## src/design/rbpl_ram.sv

```systemverilog
// rbpl_ram: generic single-write, single-read RAM with registered read data.
// No dependencies.
module rbpl_ram #(
	parameter int W = 8,
	parameter int D = 256
) (
	input  logic                 clk,
	input  logic                 we,
	input  logic [$clog2(D)-1:0] waddr,
	input  logic [W-1:0]         wdata,
	input  logic [$clog2(D)-1:0] raddr,
	output logic [W-1:0]         rdata
);
	logic [W-1:0] mem [D];

	always_ff @(posedge clk) begin
		if (we) begin
			mem[waddr] <= wdata;
		end
		rdata <= mem[raddr];
	end
endmodule
```

## config.mk

```make
export PLATFORM = sky130hd
export DESIGN_NAME = rbpl_ram
export DESIGN_NICKNAME = d
export VERILOG_FILES = /design/src/design/rbpl_ram.sv
export SDC_FILE = /design/constraint.sdc
export NUM_CORES = 2
export LEC_CHECK = 0
export CELL_PAD_IN_SITES_DETAIL_PLACEMENT = 0
export CELL_PAD_IN_SITES_GLOBAL_PLACEMENT = 2
export CORE_ASPECT_RATIO = 1.5
export CORE_MARGIN = 2
export CORE_UTILIZATION = 25
export DETAILED_ROUTE_END_ITERATION = 16
export DONT_BUFFER_PORTS = 1
export HOLD_SLACK_MARGIN = 0.02
export PLACE_DENSITY_LB_ADDON = 0.1
export SLEW_MARGIN = 20
export SYNTH_ARGS = -nofsm -noshare
export SYNTH_HDL_FRONTEND = slang
export SYNTH_SLANG_ARGS = --single-unit
```

## constraint.sdc

```tcl
create_clock -name clk -period 3 [get_ports clk]
set_clock_uncertainty 0.1 [all_clocks]
set_input_delay 0.45 -clock clk [delete_from_list [all_inputs] [get_ports clk]]
set_output_delay 0.45 -clock clk [all_outputs]
set_load 0.03 [all_outputs]
```

==> reports/results.tsv <==
stage	metric	value	unit
cts	clk_lat worst skew	900	ps
critical_path	slowest CP cell	or3b_2	
die	Cell Rows	253	
sta	Slew Viols, Final	0	
die	die width	465	microns
place	gpl congestion	0.732	
cells_and_area	commonest non-fill, non-tap cell in the layout	edfxtp_1	
cells_and_area	fraction of layout cells with a size suffix above 1	29.2	%
global_routing	largest net degree at the start of global routing	579	
cells_and_area	final net count	4240	
synthesis	Post-synth EDFFs	2048	
sta	Tmin final	2820	ps
hold_path	Hold EP	mem[219][1]	
critical_path	worst endpoint data arrival time	3500	ps
cells_and_area	most frequent cells in the layout	edfxtp_1 (2048), mux4_2 (454), buf_4 (429)	
sta	Fmax	355	MHz
global_routing	first-pass GRT wire length	359	mm
cts	CTS tree	yes	
detailed_routing	DRC	0	
critical_path	critical path launch point type	input port	
cts	CTS root buf	clkbuf_16	
synthesis	Mapped Area	79600	sq um
cells_and_area	Area Growth Syn to Fin	19.2	%
sta	Sum Neg Setup Slack	0	ps
synthesis	commonest register cell after synthesis	edfxtp_1	
die	die area	323000	sq um
hold_path	Min-Delay Path Class	in2reg	
detailed_routing	vias	39107	
cts	H-tree levels	4	
synthesis	Yosys reg bits	2056	
global_routing	Remaining Overflow, GRT	0	
hold_path	hold path depth	1	
critical_path	worst-path fanout max	446	
status	status	finished, final reports clean	
die	I/O pin count	34	
power_and_ir_drop	Worst VDD drop	0.000428	V
critical_path	Req. time, crit path	3680	ps
critical_path	flop-to-flop setup slack	220	ps
critical_path	CP Class	in2reg	
critical_path	R2R cell count	7	
synthesis	syn nets	3759	
cts	setup bufs post-CTS	0	
critical_path	CP endpoint kind	flip-flop	
detailed_routing	DR vias/cell	4.56	
power_and_ir_drop	pwr/cell area	646	nW/um^2
detailed_routing	WL final	268	mm
detailed_routing	post-route ant nets	0	
sta	RSZ-0062 raised after global routing	no	
die	core area	317000	sq um
cells_and_area	FF/Latch Area	61700	sq um
run	max-cap violations	0	
sta	part of the cycle the worst path needs	94.0	%
synthesis	Yosys cell types	55	
detailed_routing	drt first pass iters	6	
detailed_routing	drt first-iter violations	2773	
critical_path	reg2reg start	mem[135][0]	
critical_path	CP cell instances	or3b_2 > buf_4 > o221ai_1 > a21oi_1 > a21oi_1 > nor4_1 > buf_4 > nor4_2	
place	IO Port Bufs	0	
global_routing	antenna violations before repair	15	
cells_and_area	Multi-input gate area	16600	sq um
cells_and_area	non-filler instance count after layout	8584	
global_routing	gr usage total	16.0	%
place	Post-DP HPWL	149	mm
cts	CTS Buf Count	219	
hold_path	hold path start	wdata[1]	
sta	Final setup viols	0	
synthesis	FFs w/ async S/R, synth	0	%
sta	Hold Vio Cnt, Final	0	
die	Initial Utilization	25.1	%
synthesis	syn_area_per_cell	21.3	sq um
cells_and_area	# fillers	31106	
synthesis	Synth Warn #	0	
sta	Slew @ Worst Pin	1400	ps
critical_path	CP max stage delay	860	ps
cts	Worst-path clk slew	60	ps
cts	CTS Sinks	2056	
die	Die Y	695	microns
power_and_ir_drop	Pleak	0.0294	uW
critical_path	reg2reg end	rdata[0]	
global_routing	vias in the first global route	41416	
cells_and_area	final core utilization	30.0	%
place	placed cell count	8158	
detailed_routing	routed len/inst	31.2	microns
synthesis	Seq/Total Area, Yosys	77.5	%
sta	Max-slew headroom	6.91	%
cts	clk buf depth	4	
synthesis	Mapped Cells	3733	
worst max-delay path by stage:
| stage | slack (ps) | from | end |
|---|---|---|---|
| global route | 110 | raddr[0] | rdata[4] |
| CTS | 120 | mem[135][0] | rdata[0] |
| finish | 180 | raddr[1] | rdata[6] |
| global placement | -1440 | raddr[0] | rdata[5] |
| detailed placement | -580 | raddr[0] | rdata[7] |
| floorplan | 510 | raddr[0] | rdata[2] |
registers in the layout, summed over array words and instances (netlist names):
| signal | cells |
|---|---|
| rdata | 8 |
| mem | 2048 |
through the flow:
step           setup slack, ps  hold WS, ps  power (uW)  cell area [sq um]
6_report                   181         59.4       61200              94800
5_1_grt                    115         56.5       63300              94800
4_1_cts                    119         -483       61400              94000
3_5_place_dp              -578          496       34700              87200
3_3_place_gp             -1440          478       34700              87200
2_1_floorplan              512          449       33900              79600
cell type report:
cell class	instances	area share [%]
inverters	2	0.00792
clock buffers	262	5.95
well taps	4207	5.55
multi-input cells	1442	17.5
clock inverters	121	1.10
diodes	1	0.00264
repair buffers	493	4.82
flip-flops and latches	2056	65.0
power breakdown:
group / internal (uW) / switching [uW] / total, uW / leakage, uW
clock network: 14700 / 11600 / 26300 / 0.00328
logic: 1190 / 1900 / 3090 / 0.00763
registers: 31700 / 173 / 31800 / 0.0185
total: 47600 / 13700 / 61200 / 0.0294
cell families (layout without fill, tap and decap cells):
logic type / count (synthesis) / after routing / share of synthesized area (%)
DFF: 2056 / 2056 / 77.5
other: 0 / 1 / 0
buffers and inverters: 235 / 878 / 1.83
AOI/OAI and AO/OA: 385 / 385 / 3.42
and+or+nand+nor: 466 / 466 / 2.63
muxes: 591 / 591 / 14.6
routing by layer:
| metal | vias up | part of all wire (%) | GRT usage, % |
|---|---|---|---|
| met5 | - | 0 | 0 |
| met1 | 21485 | 40 | 19.6 |
| met3 | 293 | 3.6 | 2.17 |
| li1 | 16645 | - | - |
| met2 | 684 | 54 | 29.6 |
| met4 | 0 | 2.1 | 3.46 |
worst max-delay path: cells and delay by family:
kind	cells	cell delay [ps]
compound gates	3	790
buf+inv	2	400
simple gates	3	1300
repair_timing:
action / 4_1_cts / 5_1_grt
endpoints found under the setup margin: 1 / 8
cloned: 0 / 5
gates resized for setup: 1 / 1
hold endpoints to repair: 2153 / 853
hold buffers: 9 / 20
cells in the mapped netlist (all sizes together), types with 12 or more instances:
cell type  number  area (sq um)
a221oi         14           129
nand3          34           170
nor2b          31           194
nor3           22           110
o22ai          28           175
clkbuf        111           417
a21oi          96           480
a22oi         133           998
o21ai          12          60.1
edfxtp       2048         61500
nor4           27           188
mux2i         134          1340
mux4          456         10300
o221ai         47           418
nand2          33           124
nor2          282          1060
a211oi         16           120
buf           122          1030
No activity file was read; power rests on OpenSTA's default activity.
